<file path="src/design/nsc_pkg.sv">
package nsc_pkg;

	localparam int ID_CHARS_DEF = 5;

	// "GPRMC" right aligned; upper bytes used only when more id characters are configured
	localparam logic [63:0] ID_RESET_64 = 64'h0000_0047_5052_4D43;

	localparam logic [7:0] CH_DOLLAR = 8'h24;
	localparam logic [7:0] CH_STAR   = 8'h2A;

	localparam logic [1:0] ST_OK       = 2'd0;
	localparam logic [1:0] ST_SUM_BAD  = 2'd1;
	localparam logic [1:0] ST_ID_BAD   = 2'd2;
	localparam logic [1:0] ST_DIGIT_BAD = 2'd3;

	typedef struct packed {
		logic [1:0] status;
		logic [7:0] computed_sum;
		logic [7:0] received_sum;
	} nsc_res_t;

endpackage

</file>
<file path="src/design/nsc_parser.sv">
module nsc_parser import nsc_pkg::*; #(
	parameter int ID_CHARS = ID_CHARS_DEF
) (
	input  logic                    clk,
	input  logic                    arst_n,
	input  logic                    byte_valid,
	input  logic [7:0]              byte_in,
	input  logic [8*ID_CHARS-1:0]   sentence_id,
	output logic                    res_due,
	output logic                    res_fire,
	output nsc_res_t                res
);

	localparam int PW = $clog2(ID_CHARS + 1);
	localparam int IW = (ID_CHARS > 1) ? $clog2(ID_CHARS) : 1;

	localparam logic [1:0] PH_IDLE = 2'd0;
	localparam logic [1:0] PH_BODY = 2'd1;
	localparam logic [1:0] PH_HIGH = 2'd2;
	localparam logic [1:0] PH_LOW  = 2'd3;

	// bit 4 set when the byte is not a hex digit, value then zero
	function automatic logic [4:0] hex_decode(input logic [7:0] b);
		logic [4:0] r;
		r = 5'h10;
		if (b >= 8'h30 && b <= 8'h39) begin
			r = {1'b0, 4'(b - 8'h30)};
		end else if (b >= 8'h41 && b <= 8'h46) begin
			r = {1'b0, 4'(b - 8'h37)};
		end else if (b >= 8'h61 && b <= 8'h66) begin
			r = {1'b0, 4'(b - 8'h57)};
		end
		return r;
	endfunction

	logic [1:0]    phase_q, phase_d;
	logic [7:0]    xor_q, xor_d;
	logic [PW-1:0] pos_q, pos_d;
	logic          match_q, match_d;
	logic [3:0]    high_q, high_d;
	logic          derr_q, derr_d;

	logic [7:0]    id_chars [ID_CHARS];
	logic [4:0]    dec;
	logic          pos_open;
	logic [7:0]    rx_sum;

	always_comb begin
		for (int k = 0; k < ID_CHARS; k++) begin
			id_chars[k] = sentence_id[8*(ID_CHARS-1-k) +: 8];
		end
	end

	assign dec      = hex_decode(byte_in);
	assign pos_open = pos_q < PW'(ID_CHARS);
	assign rx_sum   = {high_q, dec[3:0]};

	// the presented byte would close a sentence if taken
	assign res_due  = (phase_q == PH_LOW) && (byte_in != CH_DOLLAR);

	always_comb begin
		phase_d      = phase_q;
		xor_d        = xor_q;
		pos_d        = pos_q;
		match_d      = match_q;
		high_d       = high_q;
		derr_d       = derr_q;
		res_fire     = 1'b0;
		res.computed_sum = xor_q;
		res.received_sum = rx_sum;
		if (derr_q || dec[4]) begin
			res.status = ST_DIGIT_BAD;
		end else if (rx_sum != xor_q) begin
			res.status = ST_SUM_BAD;
		end else if (!match_q) begin
			res.status = ST_ID_BAD;
		end else begin
			res.status = ST_OK;
		end
		if (byte_valid) begin
			if (byte_in == CH_DOLLAR) begin
				phase_d = PH_BODY;
				xor_d   = '0;
				pos_d   = '0;
				match_d = 1'b1;
				high_d  = '0;
				derr_d  = 1'b0;
			end else begin
				unique case (phase_q)
					PH_IDLE: begin
					end
					PH_BODY: begin
						if (byte_in == CH_STAR) begin
							if (pos_open) begin
								match_d = 1'b0;
							end
							phase_d = PH_HIGH;
						end else begin
							xor_d = xor_q ^ byte_in;
							if (pos_open) begin
								if (byte_in != id_chars[pos_q[IW-1:0]]) begin
									match_d = 1'b0;
								end
								pos_d = pos_q + 1'b1;
							end
						end
					end
					PH_HIGH: begin
						high_d  = dec[3:0];
						derr_d  = derr_q | dec[4];
						phase_d = PH_LOW;
					end
					PH_LOW: begin
						res_fire = 1'b1;
						phase_d  = PH_IDLE;
					end
				endcase
			end
		end
	end

	always_ff @(posedge clk or negedge arst_n) begin
		if (!arst_n) begin
			phase_q <= PH_IDLE;
			xor_q   <= '0;
			pos_q   <= '0;
			match_q <= 1'b1;
			high_q  <= '0;
			derr_q  <= 1'b0;
		end else begin
			phase_q <= phase_d;
			xor_q   <= xor_d;
			pos_q   <= pos_d;
			match_q <= match_d;
			high_q  <= high_d;
			derr_q  <= derr_d;
		end
	end

endmodule

</file>
<file path="config.mk">
export PLATFORM = sky130hd
export DESIGN_NAME = nsc_parser
export DESIGN_NICKNAME = d
export VERILOG_FILES = /design/src/design/nsc_pkg.sv /design/src/design/nsc_parser.sv
export SDC_FILE = /design/constraint.sdc
export NUM_CORES = 1
export LEC_CHECK = 0
export ABC_AREA = 1
export BUFFER_PORTS_ARGS = -buffer_cell sky130_fd_sc_hd__buf_2
export CAP_MARGIN = 25
export CORE_UTILIZATION = 40
export DETAILED_ROUTE_END_ITERATION = 8
export GPL_ROUTABILITY_DRIVEN = 1
export GPL_TIMING_DRIVEN = 1
export PLACE_DENSITY = 0.73
export SYNTH_ARGS = -nofsm -noshare
export SYNTH_HDL_FRONTEND = slang
export SYNTH_SLANG_ARGS = --single-unit
</file>
<file path="constraint.sdc">
create_clock -name clk -period 1.5 [get_ports clk]
set_input_delay 0.075 -clock clk [delete_from_list [all_inputs] [get_ports clk]]
set_output_delay 0.075 -clock clk [all_outputs]
set_load 0.01 [all_outputs]
</file>
==> results of run 1 <==
==> synthesized netlist by cell type, types with 3 or more instances <==
master / n
a21oi_1: 8
nand2_1: 88
o21ai_2: 3
buf_2: 4
o21ai_0: 10
xor2_1: 7
nor3_1: 6
nor2_1: 21
o21ai_1: 3
inv_2: 3
ha_1: 9
o21a_1: 3
nor3b_1: 3
nand3_1: 50
nor2_2: 3
inv_1: 24
nand4_1: 3
nand2_4: 3
dfrtp_1: 18
==> repair_timing <==
item                                    in CTS  in global routing
hold buffers                                 1                  0
setup buffers                                7                  7
pin swaps                                    4                 21
resized for setup                            7                 55
endpoints found under the setup margin       7                 23
endpoints found under the hold margin       18                  0
==> worst max path at each step <==
stage	endpoint	cells after the start
3_5_place_dp	res[17]	14
3_3_place_gp	res[17]	15
6_report	res[17]	15
5_1_grt	res[17]	15
4_1_cts	res[17]	7
2_1_floorplan	res[17]	11
==> state kept, by name, indices dropped and copies added, names as in the netlist <==
signal / cells
pos_q: 3
match_q: 1
xor_q: 8
high_q: 4
phase_q: 2
derr_q: 1
==> final cells by class <==
cell class              count  area (um^2)
well taps                  52         65.1
repair buffers            127          865
multi-input cells         233         1410
flip-flops and latches     19          478
fillers                   361         1430
clock buffers               4         45.0
inverters                  28          119
==> cell families (layout without fill, tap and decap cells) <==
logic type | Yosys count | in the layout
adder cells (fa/ha/maj) | 9 | 9
buffers and inverters | 36 | 159
flip-flops | 19 | 19
XOR/XNOR | 7 | 7
multiplexers | 1 | 1
AO/OA/AOI/OAI | 32 | 32
AND/OR/NAND/NOR | 184 | 184
==> where the power goes <==
part	switching, mW	internal, mW
registers	0.197	0.734
clock network	0.173	0.189
logic	1.60	1.32
==> routing by layer <==
| metal | global-route usage (%) | wire length, um |
|---|---|---|
| met1 | 30.0 | 2600 |
| met4 | 7.78 | 133 |
| met2 | 40.2 | 3040 |
| met5 | 0 | 0 |
| met3 | 3.90 | 208 |
==> metrics by stage <==
stage	setup WS [ns]	cell area, um^2	total power [mW]	utilization, %	std cells
CTS	-0.237	2740	3.97	62.1	456
detailed placement	-0.274	2620	3.52	59.4	444
global placement	-0.211	2620	3.43	59.4	444
floorplan	0.00177	1900	2.57	-	288
global route	-0.401	2980	4.60	67.6	463
finish	-0.284	2980	4.21	67.6	463
==> worst max-delay path, cell delays in order <==
cell and delay (ns):
buf_6 0.08, clkinvlp_4 0.13, ha_4 0.19, o21ai_2 0.15, nand2_2 0.09, nand2_4 0.15
buf_6 0.12, nand3b_1 0.11, nand3_1 0.10, nand2_1 0.08, nand2_1 0.10, nor2_2 0.05
nand3b_1 0.08, nand2_1 0.06, buf_2 0.15
==> flow_metrics.py, run 1 <==
metrics = {
    "status": {
        "status": "finished with violations",
        "violations": "negative setup slack",
    },
    "timing": {
        "hold_viol": 0,
        "post-route-period-util_pct": 119,
        "fin_ws_ns": -0.284,
        "fin_tns_setup_ns": -0.961,
        "finalSetupViolCount": 11,
        "rsz0062_at_grt": "true",
        "fin_worst_skew_ns": 0.00103,
        "max_freq_mhz": 560,
        "worst_slew_pin_slew_ns": 0.445,
        "max_slew_margin_pct": 70.4,
        "period_minus_slack_ns": 1.78,
        "slew_violations": 0,
        "hold_ws_ns": 0.195,
    },
    "floorplanning": {
        "fp.dieH_um": 70.3,
        "ios": 71,
        "die_x_um": 70.3,
        "core_um2": 4410,
        "die_area_um2": 4950,
        "row_count": 24,
        "start_util_pct": 42.3,
    },
    "clock_network": {
        "clkLatencyLatePin_ns": 0.26,
        "cts-buffers-inserted": 3,
        "h-tree-depth": 1,
        "cts_root_buf": "clkbuf_8",
        "cts_tree": "done",
        "cts_sinks": 19,
        "cts_buffer_depth": 2,
        "clk_pin_slew_worst_paths_ns": 0.07,
    },
    "worst_setup_path": {
        "crit_type": "in -> out",
        "cp_max_fo": 8,
        "r2r-end": "match_q$_DFFE_PN1P_",
        "critical_path_required_ns": 1.42,
        "regToRegStartpoint": "pos_q[0]$_DFFE_PN0P_",
        "startpoint": "byte_in[1]",
        "r2r_slack_ns": -0.07,
        "endpoint_kind": "primary output",
        "critPathLaunchType": "primary input",
        "crit_arrival_ns": 1.71,
        "r2r_cells": 12,
    },
    "power_and_ir_drop": {
        "powerDensity_nw_per_um2": 1410,
        "p_leak_nw": 1.59,
        "peakVddDrop_v": 0.000727,
    },
    "layout": {
        "syn2layout_area_growth_pct": 59.7,
        "n_antenna_cell": 0,
        "drive_gt1_share_pct": 46.5,
        "mostFrequentLayoutCells": "82 x nand2_1, 67 x buf_2, 48 x nand3_1, 48 x buf_4",
        "layout.nets": 472,
        "layout_commonest_cell": "nand2_1",
    },
    "place": {
        "routabilityCongestion": 0.855,
        "dpl.hpwl_um": 4490,
        "io_buffers": 70,
    },
    "worst_hold_path": {
        "hp-class": "in -> reg",
        "whs_endpoint": "high_q[0]$_DFFE_PN0P_",
        "min_from": "byte_valid",
        "min_path_cells": 3,
    },
    "routing": {
        "ant_nets": 0,
        "routed_via_density": 5.07,
        "dr.pass1.iters": 4,
        "wire_per_inst_um": 12.9,
        "vias": 2349,
        "wirelength_um": 5980,
        "drt_iter0_drc": 121,
        "route.detailed.drc": 0,
    },
    "synth": {
        "synth_top_family_by_area": "simple AND/OR/NAND/NOR gates",
        "post-synth-top-area-cell": "dfrtp_1",
        "ys_ff_latch": 19,
        "yosysUniqueCellTypes": 34,
        "syn_avg_cell_area_um2": 6.49,
        "async_flop_share_pct": 100,
        "ys_seq_area_share_pct": 25.5,
        "synthesis.area_um2": 1870,
        "synth_edf_count": 0,
        "synth_compound_area_share_pct": 10.6,
        "synth.area.mux_share_pct": 0.603,
        "yosysTopAreaCellShare_pct": 24.1,
        "synth_cells": 288,
        "syn-num-nets": 348,
        "synth-simple-area-share_pct": 45.8,
        "ys_top_cells_by_area": "dfrtp_1 24%, nand2_1 18%, nand3_1 13%, ha_1 6.0%, inv_1 4.8%",
        "yosys_warnings": 0,
        "synthFlopType": "dfrtp_1",
        "synth-xor-area-share_pct": 3.28,
        "yosys.area_share.adder_pct": 6.03,
    },
    "global_routing": {
        "grt_max_degree": 20,
        "grt_antenna_before_repair": 0,
        "grt.total_usage_pct": 23.6,
        "overflow": 0,
        "grt_pass1_wl_um": 9400,
        "grt_pass1_vias": 2150,
    },
    "job": {
        "drv.max_cap_violation_count": 0,
    },
}
(Power assumes the default switching activity.)
==> run 2, diff against run 1 <==
--- a/config.mk
+++ b/config.mk
@@ -12,7 +12,7 @@
 export DETAILED_ROUTE_END_ITERATION = 8
 export GPL_ROUTABILITY_DRIVEN = 1
 export GPL_TIMING_DRIVEN = 1
-export PLACE_DENSITY = 0.73
+export PLACE_DENSITY_LB_ADDON = 0.15
 export SYNTH_ARGS = -nofsm -noshare
 export SYNTH_HDL_FRONTEND = slang
 export SYNTH_SLANG_ARGS = --single-unit
==> run 2 against run 1 <==
Compared with the run above:
- the flow still finishes with violations (negative setup slack)
- utilization rose by 2.1 points
- worst hold slack worse by 0.010 ns
- setup slack gained 0.073 ns
- power increased by 6.1%
- maximum frequency grew 4.3%
- die area unchanged
- critical path type is now reg -> out
- sequential power barely moved
- wire length grew 3.8%
- largest power group unchanged
- global-route usage increased by 0.73 points
- highest routed layer unchanged
- clock-buffer cell count decreased by 1
==> flow_metrics.py, run 2 (synthesis gave the netlist of run 1 again) <==
metrics = {
    "timing": {
        "rsz0062_at_grt": "true",
        "fin_tns_setup_ns": -0.579,
        "slew_violations": 0,
        "post-route-period-util_pct": 114,
        "fin_worst_skew_ns": 0.00142,
        "hold_viol": 0,
        "fin_ws_ns": -0.211,
        "max_slew_margin_pct": 69.5,
        "finalSetupViolCount": 10,
        "worst_slew_pin_slew_ns": 0.457,
        "max_freq_mhz": 584,
        "period_minus_slack_ns": 1.71,
    },
    "worst_setup_path": {
        "cp_max_fo": 2,
        "critical_path_required_ns": 1.42,
        "critPathLaunchType": "flip-flop",
        "crit_type": "reg -> out",
        "endpoint_kind": "primary output",
        "crit_arrival_ns": 1.64,
    },
    "clock_network": {
        "cts_tree": "done",
        "clkLatencyLatePin_ns": 0.26,
        "h-tree-depth": 1,
        "cts-buffers-inserted": 3,
        "cts_sinks": 19,
        "cts_buffer_depth": 2,
        "cts_root_buf": "clkbuf_8",
        "clk_pin_slew_worst_paths_ns": 0.08,
    },
    "global_routing": {
        "grt.busiest_layer": "met2",
        "met3_usage_pct": 3.61,
        "grt_pass1_vias": 2187,
        "grt.met2_usage_pct": 43.5,
        "grt_pass1_wl_um": 9720,
        "grt_use_met1_pct": 31.1,
        "grt_antenna_before_repair": 0,
        "grt.total_usage_pct": 24.3,
        "grt_max_degree": 20,
        "overflow": 0,
    },
    "power_and_ir_drop": {
        "clockPowerShare_pct": 8.5,
        "internal_power_mw": 2.38,
        "combPwrFrac_pct": 70.6,
        "switchingPower_mw": 2.09,
        "powerDensity_nw_per_um2": 1450,
        "seq_power_share_pct": 20.8,
        "peakVddDrop_v": 0.00107,
        "p_leak_nw": 1.61,
        "swShare_pct": 46.8,
    },
    "routing": {
        "route.detailed.drc": 0,
        "drt_iter0_drc": 79,
        "routed_via_density": 5.08,
        "vias": 2391,
        "wire_per_inst_um": 13.2,
        "ant_nets": 0,
        "dr.pass1.iters": 4,
        "wirelength_um": 6210,
    },
    "job": {
        "drv.max_cap_violation_count": 0,
    },
    "status": {
        "status": "finished with violations",
        "violations": "negative setup slack",
    },
    "layout": {
        "stdcell_count": 471,
        "largestRegisters": "xor_q x8, high_q x4, pos_q x3",
        "regMostFlops": "xor_q",
        "largest_register_ffs": 8,
        "syn2layout_area_growth_pct": 64.7,
        "drive_gt1_share_pct": 49.2,
        "fillers": 366,
        "n_antenna_cell": 0,
        "mostFrequentLayoutCells": "77 x nand2_1, 67 x buf_2, 53 x buf_4",
        "layout.nets": 480,
        "layout_commonest_cell": "nand2_1",
    },
    "place": {
        "routabilityCongestion": 0.835,
        "dp.cells": 450,
        "io_buffers": 70,
        "dpl.hpwl_um": 4490,
    },
    "floorplanning": {
        "die_x_um": 70.3,
        "die_area_um2": 4950,
        "row_count": 24,
        "fp.dieH_um": 70.3,
        "start_util_pct": 42.3,
        "ios": 71,
        "core_um2": 4410,
    },
    "worst_hold_path": {
        "hp-class": "in -> reg",
    },
}
-- run 2: cell count changes in the layout (fill, tap and decap cells not counted), moves of 3 or more --
cell,previous run,this run
nand2_1,82,77
a21oi_2,3,0
buf_4,48,53
a21oi_1,5,8
buf_6,7,10
nor2_2,7,4
nand2_2,4,9
-- run 2: final timing paths --
kind                                  startpoint               endpoint  slack [ns]  cells after the start
min in group asynchronous                 arst_n   xor_q[2]$_DFFE_PN0P_        0.29                      2
max                        high_q[2]$_DFFE_PN0P_                res[17]       -0.21                      7
max reg2reg                 pos_q[0]$_DFFE_PN0P_    match_q$_DFFE_PN1P_       -0.11                     11
max in group asynchronous                 arst_n   pos_q[0]$_DFFE_PN0P_        0.87                      2
min                                   byte_valid  high_q[0]$_DFFE_PN0P_        0.18                      3
min reg2reg                  match_q$_DFFE_PN1P_    match_q$_DFFE_PN1P_        0.48                      2
-- run 2: timing repair --
item / in CTS / in global routing
pin swaps: 6 / 18
hold buffers: 1 / 0
endpoints found under the setup margin: 8 / 23
setup buffers: 5 / 10
cloned: 1 / 1
resized for setup: 6 / 72
hold endpoints to repair: 18 / 0
-- run 2: worst max-delay path: stages, from the launching register on --
cell	delay, ns
dfrtp_1	0.41
xor2_1	0.18
nor4_2	0.31
nand3_1	0.12
nor2_2	0.11
nand3b_1	0.08
nand2_1	0.05
buf_2	0.12
-- run 2: routing by layer --
layer / vias up / share of wire (%)
met5: - / 0
met3: 7 / 3.6
li1: 1211 / -
met2: 57 / 54
met4: 0 / 0.74
met1: 1116 / 42
-- run 2: power groups by stage --
| stage | combinational (mW) | clock [mW] | sequential, mW |
|---|---|---|---|
| after floorplan | 1.61 | 0 | 0.960 |
| after global placement | 2.55 | 0 | 0.921 |
| after detailed placement | 2.61 | 0 | 0.931 |
| after CTS | 2.71 | 0.382 | 0.931 |
| after global routing | 3.50 | 0.403 | 0.961 |
| final | 3.15 | 0.380 | 0.931 |
-- run 2: area by class of cell --
cell class	count	area [um^2]	area share [%]
multi-input combinational	234	1470	47.6
sequential	19	478	15.5
inverter	28	119	3.86
tap	52	65.1	2.11
timing repair buffer	133	896	29.1
clock buffer	3	41.3	1.34
timing repair inverter	1	7.51	0.244
clock inverter	1	5.00	0.163
-- run 2: stage by stage --
step | area, um^2 | worst slack [ns] | utilization, % | hold WS (ns) | power [mW]
detailed placement | 2640 | -0.247 | 59.8 | 0.0497 | 3.54
finish | 3080 | -0.211 | 69.7 | 0.185 | 4.46
global route | 3080 | -0.311 | 69.7 | 0.192 | 4.87
floorplan | 1900 | 0.00177 | - | -0.221 | 2.57
CTS | 2760 | -0.228 | 62.6 | 0.178 | 4.02
global placement | 2640 | -0.193 | 59.8 | 0.0546 | 3.48
